`config.mk`:
```
export PLATFORM = sky130hd
export DESIGN_NAME = ofs_front
export DESIGN_NICKNAME = d
export VERILOG_FILES = /design/src/design/ofs_pkg.sv /design/src/design/ofs_front.sv
export SDC_FILE = /design/constraint.sdc
export NUM_CORES = 1
export LEC_CHECK = 0
export ABC_AREA = 1
export BUFFER_PORTS_ARGS = -buffer_cell sky130_fd_sc_hd__clkbuf_2
export CORE_MARGIN = 3
export CORE_UTILIZATION = 30
export DETAILED_ROUTE_END_ITERATION = 10
export HOLD_SLACK_MARGIN = 0.02
export PLACE_DENSITY_LB_ADDON = 0.1
export SLEW_MARGIN = 20
export SYNTH_ARGS = -nofsm -noshare
export SYNTH_HDL_FRONTEND = slang
export SYNTH_SLANG_ARGS = --single-unit
```
`constraint.sdc`:
```
create_clock -name i_clk -period 11 [get_ports i_clk]
set_clock_uncertainty 0.15 [all_clocks]
set_input_delay 2.2 -clock i_clk [delete_from_list [all_inputs] [get_ports i_clk]]
set_output_delay 2.2 -clock i_clk [all_outputs]
set_load 0.03 [all_outputs]
```
`src/design/ofs_pkg.sv`:
```
// ----------------------------------------------------------------------------
// ofs_pkg
// Shared types and constants of the outlier fraction selector.
// ----------------------------------------------------------------------------
package ofs_pkg;

    localparam int DEF_MAX_CHANNELS = 256;
    localparam int VAR_W            = 32;
    localparam int TOT_W            = 48;
    localparam int CNT_OUT_W        = 9;
    localparam int CFG_IDX_W        = 2;
    localparam int CFG_DATA_W       = 16;

    localparam logic [CFG_IDX_W-1:0] CFG_CHANNEL_COUNT   = 2'd0;
    localparam logic [CFG_IDX_W-1:0] CFG_METRIC_MODE     = 2'd1;
    localparam logic [CFG_IDX_W-1:0] CFG_RATIO_THRESHOLD = 2'd2;

    localparam logic [8:0]  RST_CHANNEL_COUNT   = 9'd128;
    localparam logic [1:0]  RST_METRIC_MODE     = 2'd0;
    localparam logic [15:0] RST_RATIO_THRESHOLD = 16'd512;

    localparam logic [1:0] MODE_MODERATE = 2'd0;
    localparam logic [1:0] MODE_MAX      = 2'd1;
    localparam logic [1:0] MODE_TOTAL    = 2'd2;
    localparam logic [1:0] MODE_HYBRID   = 2'd3;

    localparam logic [1:0] CODE_NONE    = 2'd0;
    localparam logic [1:0] CODE_EIGHTH  = 2'd1;
    localparam logic [1:0] CODE_QUARTER = 2'd2;
    localparam logic [1:0] CODE_HALF    = 2'd3;

    localparam logic [VAR_W-1:0] RATIO_ONE = 32'h0001_0000;

    typedef struct packed {
        logic             last;
        logic [TOT_W-1:0] med_total;
        logic [TOT_W-1:0] total;
        logic [VAR_W-1:0] variance;
    } t_entry;

    typedef struct packed {
        logic                 degenerate;
        logic [CNT_OUT_W-1:0] strong_cnt;
        logic [CNT_OUT_W-1:0] moderate;
        logic [VAR_W-1:0]     ratio;
        logic [1:0]           code;
    } t_result;

endpackage

```
`src/design/ofs_front.sv`:
```
// ----------------------------------------------------------------------------
// ofs_front
// Accepts items, marks the last one of each set and queues them.
// ----------------------------------------------------------------------------
module ofs_front #(
    parameter int CW = 9
) (
    input  logic           i_clk,
    input  logic           i_rst_n,
    input  logic [CW-1:0]  i_n,
    input  logic           i_valid,
    output logic           o_ready,
    input  logic [ofs_pkg::VAR_W-1:0] i_variance,
    input  logic [ofs_pkg::TOT_W-1:0] i_total,
    input  logic [ofs_pkg::TOT_W-1:0] i_med_total,
    output logic           o_q_valid,
    input  logic           i_q_pop,
    output ofs_pkg::t_entry o_q_entry
);

    localparam int DEPTH = 4;

    ofs_pkg::t_entry r_q [DEPTH];
    logic [1:0]      r_wp, r_rp;
    logic [2:0]      r_fill;
    logic [CW-1:0]   r_cnt;
    logic            w_push, w_pop, w_last;

    assign o_ready   = (r_fill != 3'(DEPTH));
    assign w_push    = i_valid && o_ready;
    assign w_pop     = i_q_pop && (r_fill != 3'd0);
    assign w_last    = ({1'b0, r_cnt} + 1'b1) >= {1'b0, i_n};
    assign o_q_valid = (r_fill != 3'd0);
    assign o_q_entry = r_q[r_rp];

    always_ff @(posedge i_clk) begin
        if (!i_rst_n) begin
            r_wp   <= '0;
            r_rp   <= '0;
            r_fill <= '0;
            r_cnt  <= '0;
        end else begin
            if (w_push) begin
                r_wp  <= r_wp + 1'b1;
                r_cnt <= w_last ? '0 : r_cnt + 1'b1;
            end
            if (w_pop) begin
                r_rp <= r_rp + 1'b1;
            end
            r_fill <= r_fill + 3'(w_push) - 3'(w_pop);
        end
    end

    always_ff @(posedge i_clk) begin
        if (w_push) begin
            r_q[r_wp] <= '{last: w_last, med_total: i_med_total,
                           total: i_total, variance: i_variance};
        end
    end

endmodule

```
==> results of run 1 <==
==> cell usage after synthesis (all sizes together) <==
| cell type | n |
|---|---|
| nand4 | 9 |
| nand3 | 6 |
| nand2 | 45 |
| nand3b | 1 |
| buf | 46 |
| inv | 43 |
| clkbuf | 39 |
| o21ai | 265 |
| nor2 | 270 |
| xor2 | 2 |
| dfxtp | 18 |
| a21oi | 16 |
| edfxtp | 516 |
| ha | 16 |
| o22ai | 129 |
| clkinv | 2 |
| fa | 1 |
| o21bai | 1 |
| xnor2 | 1 |
| and3 | 1 |
==> report_power, final <==
part / internal (mW) / switching [mW]
combinational: 0.361 / 1.20
sequential: 2.48 / 0.0729
clock: 1.13 / 0.776
total: 3.97 / 2.05
==> state kept, by name, indices dropped and copies added, names as in the netlist, named ones only <==
name / count
r_q: 516
r_rp: 2
r_cnt: 9
r_wp: 2
r_fill: 3
==> layout make-up <==
class                   instances  area (µm²)
clock inverters                36         337
inverters                      45         179
well taps                     864        1080
repair buffers                286        1470
flip-flops and latches        534       15900
clock buffers                  72        1550
multi-input cells             763        3800
fillers                      6457       42300
diodes                          6        15.0
==> per-stage QoR <==
step           std cells  power (mW)  hold WS [ns]  util [%]
3_3_place_gp        2492        4.19         0.309      33.6
5_1_grt             2602        6.33         0.350      36.5
3_5_place_dp        2492        4.20         0.320      33.6
6_report            2606        6.02         0.329      36.5
4_1_cts             2600        6.13         0.328      36.5
2_1_floorplan       1427        3.71         0.286         -
==> critical path, delay by kind of cell (launching register included) <==
kind | cells | cell delay [ns]
compound gates | 2 | 0.52
flops | 1 | 0.55
buf+inv | 3 | 1.79
==> routing by layer <==
metal  share of wire (%)  vias up
li1                    -     5869
met1                  45     6040
met2                  47      248
met3                 5.6       85
met4                 2.5        8
met5                0.10        -
==> final timing paths <==
| kind | end | slack, ns | cells after the start |
|---|---|---|---|
| worst min register to register | r_rp[0] | 0.33 | 1 |
| worst max register to register | r_q[0][119] | 7.68 | 5 |
| worst min-delay path | r_rp[0] | 0.33 | 1 |
| worst max-delay path | o_q_entry[23] | 5.05 | 5 |
==> logic make-up after synthesis <==
logic type	Yosys count	share of synthesized area, %
buf+inv	130	3.66
fa+ha+maj	17	1.08
simple gates	332	6.41
xor+xnor	3	0.129
flops	534	77.8
compound gates	411	10.9
==> parameters.txt, run 1 <==
Parameter                              Value

Outcome
  Result of the run    completed

Timing
  Count of endpoints failing hold in the final timing report    0
  Max-Slew Margin vs Limit    ~29%
  Worst-Margin Slew    ~1.1 ns
  Setup repair after global routing missed its margin    false
  Sum of negative setup slack    0 ns
  Final setup vio count    0
  Clock period minus worst slack    a little under 6 ns
  Total count of max-transition violations in the final report    0
  Top achievable clock speed    around 170 MHz
  Worst Setup Slack, final    ~5 ns
  Tcrit/Tclk final    between 50% and 60%

Synth
  Proportion of netlist area held by the largest area contributor    76.1%
  Synthesized area per cell    approximately 14 µm²
  Yosys top cell by area    edfxtp_1
  Cell Area, Synth    ~0.020 mm²
  Warnings from Yosys    0
  Number of standard cells after synthesis    ~1.4k
  Synthesis-stage register bit count    534
  Synth area leaders    edfxtp_1 76%, nor2_1 4.9%, o21ai_0 4.2%
  Distinct cell type count after synthesis    29
  Net count after synthesis    approximately 1.6k
  Sequential share of the synthesized area    just under 80%

Pwr
  P_leak    around 8.5 nW
  Maximum vdd ir drop    about 0.12 mV
  Power per unit of standard cell area    248 mW/mm²

Final layout
  Fraction of layout cells with a size suffix above 1    between 20 and 25%
  Post-route design area    approximately 0.024 mm²
  Layout Area Growth over Synthesis    19.2%
  Most frequent cells in the layout    516 x edfxtp_1, 271 x clkbuf_2, 263 x nor2_1, 173 x o21ai_0, 129 x o22ai_1
  Leading cell type in the layout, fill and taps excluded    edfxtp_1
  Count of nets after finishing    1847

Placement
  Post-place setup slack    between 5 and 6 ns
  DP Area    ~0.022 mm²
  Half-perimeter wire length after placement    28.9 mm
  Number of buffers inserted by port buffering    271
  Final weighted congestion of routability-driven global placement    between 0.7 and 0.8

Drt
  Starting DRT DRC Count    between 600 and 700
  Total via count after detailed routing    around 12k
  Count of unresolved DRC violations after routing    0
  Number of routed nets with antenna violations    0
  Total wire length    51.8 mm
  Post-DR vias/cell    4.70
  Total iterations of the first detailed-routing run    4
  Detail-routed net length per standard cell    between 15 and 20 µm

Critical path
  Data arrival time of the critical path    roughly 3.6 ns
  FF-to-FF Start    r_fill[1]
  Crit path launch type    flop
  Worst setup path category    flop to output port
  Max FO, Critical Path    72
  Peak per-stage delay on the critical path    0.89 ns
  Critical path data required time    8.65 ns
  Critical path capture point type    output port
  Cell with the largest stage delay on the worst path    buf_4
  Cell Chain, Critical Path    inv_4 > buf_4 > o21ai_0 > o22ai_1 > clkbuf_2

Clock tree
  Inserted Clock Buffers    59
  H-tree depth    2
  Resized cells post-CTS    0
  Source-to-sink clock delay at the later pin of the worst-skew pair    0.59 ns
  Clock tree from TritonCTS    built
  Clock sink total    about 530
  Number of buffers inserted for hold repair after clock tree synthesis    0
  Clock-pin transition on the worst setup and hold timing paths    0.06 ns
  Longest Clk Path Bufs    3
  Clock root cell    clkbuf_16
  Post-CTS setup buffer count    0

GRT
  Number of global-route vias before repair    around 12k
  Gr ovfl total    0
  Antenna violations before repair    11
  Met2 Use GR    a little under a quarter
  Most congested layer reported by global routing    met2
  Global-route wire length before repair    around 78 mm
  Total global routing track utilization    ~14%
  Met3 track demand over resource in global routing    between 3 and 4%
  Global-route met1 utilization    a little under a fifth
  Maximum number of pins on one net before global-route repair    between 90 and 100

Die
  Starting Density    a little under a third
  Die area    between 0.07 and 0.08 mm²
  Vertical extent of the die    267 µm
  Core Area    0.0666 mm²
  Horizontal die dimension    267 µm
  Site row count    94
  Boundary Pins    roughly 270

Hold path
  Hold WC Path Type    flop to flop
  Hold Startpoint    r_rp[0]

Flow run
  Number of maximum-capacitance violations    0
(Power assumes the default switching activity.)
==> inputs of run 2 (changes only) <==
==> constraint.sdc (replaced) <==
create_clock -name i_clk -period 5.67 [get_ports i_clk]
set_clock_uncertainty 0.15 [all_clocks]
set_input_delay 1.134 -clock i_clk [delete_from_list [all_inputs] [get_ports i_clk]]
set_output_delay 1.134 -clock i_clk [all_outputs]
set_load 0.03 [all_outputs]
==> run 2 against run 1 <==
First-iteration DRC count decreased by 6.1%. Critical path depth unchanged. Final cell count barely moved. Non-clock buffer count increased by 7. Register-to-register slack lost 4.7 ns. Global-route usage decreased by 0.19 points. Hold slack worse by 0.022 ns. Critical endpoint is now o_q_entry[42]. Largest cell class unchanged. Highest routed layer unchanged.
==> parameters.txt, run 2 (synthesis gave the netlist of run 1 again) <==
Parameter                              Value

Outcome
  Result of the run    completed

Timing
  Tcrit/Tclk final    77.0%
  Total count of max-transition violations in the final report    0 (unchanged)
  Worst Setup Slack, final    1.31 ns (-3.74 ns)
  Count of endpoints failing hold in the final timing report    0 (unchanged)
  Top achievable clock speed    229 MHz
  Min Hold Slack    0.306 ns (-0.0225 ns)
  Clock period minus worst slack    roughly 4.4 ns
  Worst-Margin Slew    0.922 ns (-0.144 ns)
  Setup repair after global routing missed its margin    false
  Max-Slew Margin vs Limit    38.4% (+9.6 points)
  Sum of negative setup slack    0 ns (unchanged)
  Final setup vio count    0 (unchanged)

Drt
  Count of unresolved DRC violations after routing    0 (unchanged)
  Total iterations of the first detailed-routing run    4 (unchanged)
  Number of routed nets with antenna violations    0 (unchanged)
  Starting DRT DRC Count    585 (-6.1%)
  Total wire length    51.4 mm (-0.85%)
  Post-DR vias/cell    4.72 (+0.34%)
  Total via count after detailed routing    12.3k (+0.30%)
  Detail-routed net length per standard cell    19.7 µm (-0.81%)

Final layout
  Leading cell type in the layout, fill and taps excluded    edfxtp_1
  Layout Area Growth over Synthesis    19.7%
  Fraction of layout cells with a size suffix above 1    22.4% (+0.41 points)
  Count of nets after finishing    1853 (+0.32%)
  Most frequent cells in the layout    516 x edfxtp_1, 271 x clkbuf_2, 263 x nor2_1, 173 x o21ai_0, 129 x o22ai_1
  Max reg flops    516 (unchanged)
  Number of filler instances in the final layout    6428 (-0.45%)
  Largest registers    r_q x516, r_cnt x9, r_fill x3
  Top reg by flops    r_q

Clock tree
  Source-to-sink clock delay at the later pin of the worst-skew pair    0.59 ns (about the same)
  Clock-pin transition on the worst setup and hold timing paths    0.06 ns (about the same)
  Resized cells post-CTS    0 (unchanged)
  Clock tree from TritonCTS    built
  Number of buffers inserted for hold repair after clock tree synthesis    0 (unchanged)
  Inserted Clock Buffers    58 (-1.7%)
  Clock root cell    clkbuf_16
  Longest Clk Path Bufs    3 (unchanged)
  Post-CTS setup buffer count    0 (unchanged)
  H-tree depth    2 (unchanged)
  Clock sink total    534 (unchanged)

Die
  Horizontal die dimension    267 µm (unchanged)
  Site row count    94 (unchanged)
  Vertical extent of the die    267 µm (unchanged)
  Boundary Pins    272 (unchanged)
  Core Area    0.0666 mm² (unchanged)
  Die area    0.0711 mm² (unchanged)
  Starting Density    30.6% (unchanged)

GRT
  Global-route wire length before repair    76.9 mm (-0.80%)
  Gr ovfl total    0 (unchanged)
  Maximum number of pins on one net before global-route repair    144 (+52%)
  Number of global-route vias before repair    12.4k (-0.40%)
  Total global routing track utilization    14.1% (-0.19 points)
  Antenna violations before repair    4 (-7)

Critical path
  Max FO, Critical Path    127 (+76%)
  Critical path capture point type    output port
  Peak per-stage delay on the critical path    0.64 ns (-0.25 ns)
  Cell Chain, Critical Path    buf_12 > buf_4 > o21ai_0 > o22ai_1 > clkbuf_2
  Worst setup path category    flop to output port
  FF-to-FF Start    r_fill[1]
  Data arrival time of the critical path    3.08 ns (-0.52 ns)
  Internal reg-to-reg setup slack    3.03 ns (-4.65 ns)
  Cell with the largest stage delay on the worst path    buf_4
  Worst reg2reg endpoint    r_q[3][111]
  Critical path data required time    4.39 ns (-4.26 ns)
  Crit path launch type    flop
  R2R depth    5 (unchanged)

Hold path
  Hold WC Path Type    flop to flop
  Hold Startpoint    r_rp[1]
  Number of cells on the worst hold path    2 (+1)

Placement
  Final weighted congestion of routability-driven global placement    0.731 (+2.8%)
  Post-place setup slack    1.83 ns (-3.76 ns)
  Number of buffers inserted by port buffering    271 (unchanged)
  Half-perimeter wire length after placement    29.6 mm (+2.3%)

Pwr
  P_leak    8.60 nW (+0.71%)
  Power per unit of standard cell area    476 mW/mm² (+92%)
  Post-route total power    11.6 mW (+93%)
  Maximum vdd ir drop    0.242 mV (+96%)

Flow run
  Number of maximum-capacitance violations    0 (unchanged)
[run 2: cell count changes in the layout (fill, tap and decap cells not counted)]
| cell | before | now |
|---|---|---|
| buf_12 | 0 | 10 |
| clkinv_2 | 9 | 14 |
| diode_2 | 6 | 1 |
| buf_4 | 15 | 12 |
| clkinvlp_4 | 4 | 1 |
| clkbuf_1 | 12 | 10 |
| clkinv_1 | 17 | 15 |
| clkinv_4 | 0 | 2 |
| bufinv_16 | 6 | 5 |
| clkbuf_16 | 60 | 59 |
| clkinv_8 | 1 | 0 |
[run 2: per-stage QoR]
step | utilization [%] | cells | instance area [µm²]
6_report | 36.6 | 2605 | 24400
5_1_grt | 36.6 | 2604 | 24400
4_1_cts | 36.6 | 2604 | 24400
3_5_place_dp | 33.9 | 2499 | 22600
3_3_place_gp | 33.9 | 2499 | 22600
2_1_floorplan | - | 1427 | 20400
[run 2: metal layers]
layer / wire length (µm) / global-route usage [%] / share of wire [%] / vias to the layer above
met4: 854 / 3.28 / 1.7 / 6
li1: - / - / - / 5866
met2: 25000 / 23.6 / 49 / 271
met5: 34 / 0 / 0.066 / -
met1: 22400 / 18.4 / 44 / 6075
met3: 3100 / 3.94 / 6.0 / 69
[run 2: area by class of cell]
type | count | area [µm²] | share of cell area, %
sequential | 534 | 15900 | 65.0
tap | 864 | 1080 | 4.43
timing repair buffer | 293 | 1650 | 6.75
clock buffer | 69 | 1510 | 6.21
antenna | 1 | 2.50 | 0.0103
inverter | 45 | 179 | 0.734
multi-input combinational | 763 | 3800 | 15.6
clock inverter | 36 | 303 | 1.24
[run 2: power by group]
part	switching, mW	internal [mW]	total, mW	leakage (nW)
Combinational	2.33	0.738	3.07	2.82
Sequential	0.114	4.80	4.92	4.87
Clock	1.50	2.12	3.61	0.898
[run 2: worst max-delay path by stage]
stage | cells past startpoint | to | slack (ns)
final | 5 | o_q_entry[42] | 1.31
after global routing | 5 | o_q_entry[42] | 1.04
after CTS | 5 | o_q_entry[37] | 1.17
after detailed placement | 5 | o_q_entry[37] | 1.83
after global placement | 5 | o_q_entry[37] | 1.89
after floorplan | 3 | r_q[0][0] | -1.90
[run 2: critical path: cells and delay by family, from the launching register on]
| family | cells | cell delay, ns |
|---|---|---|
| buf+inv | 3 | 1.39 |
| compound gates | 2 | 0.44 |
| flops | 1 | 0.59 |
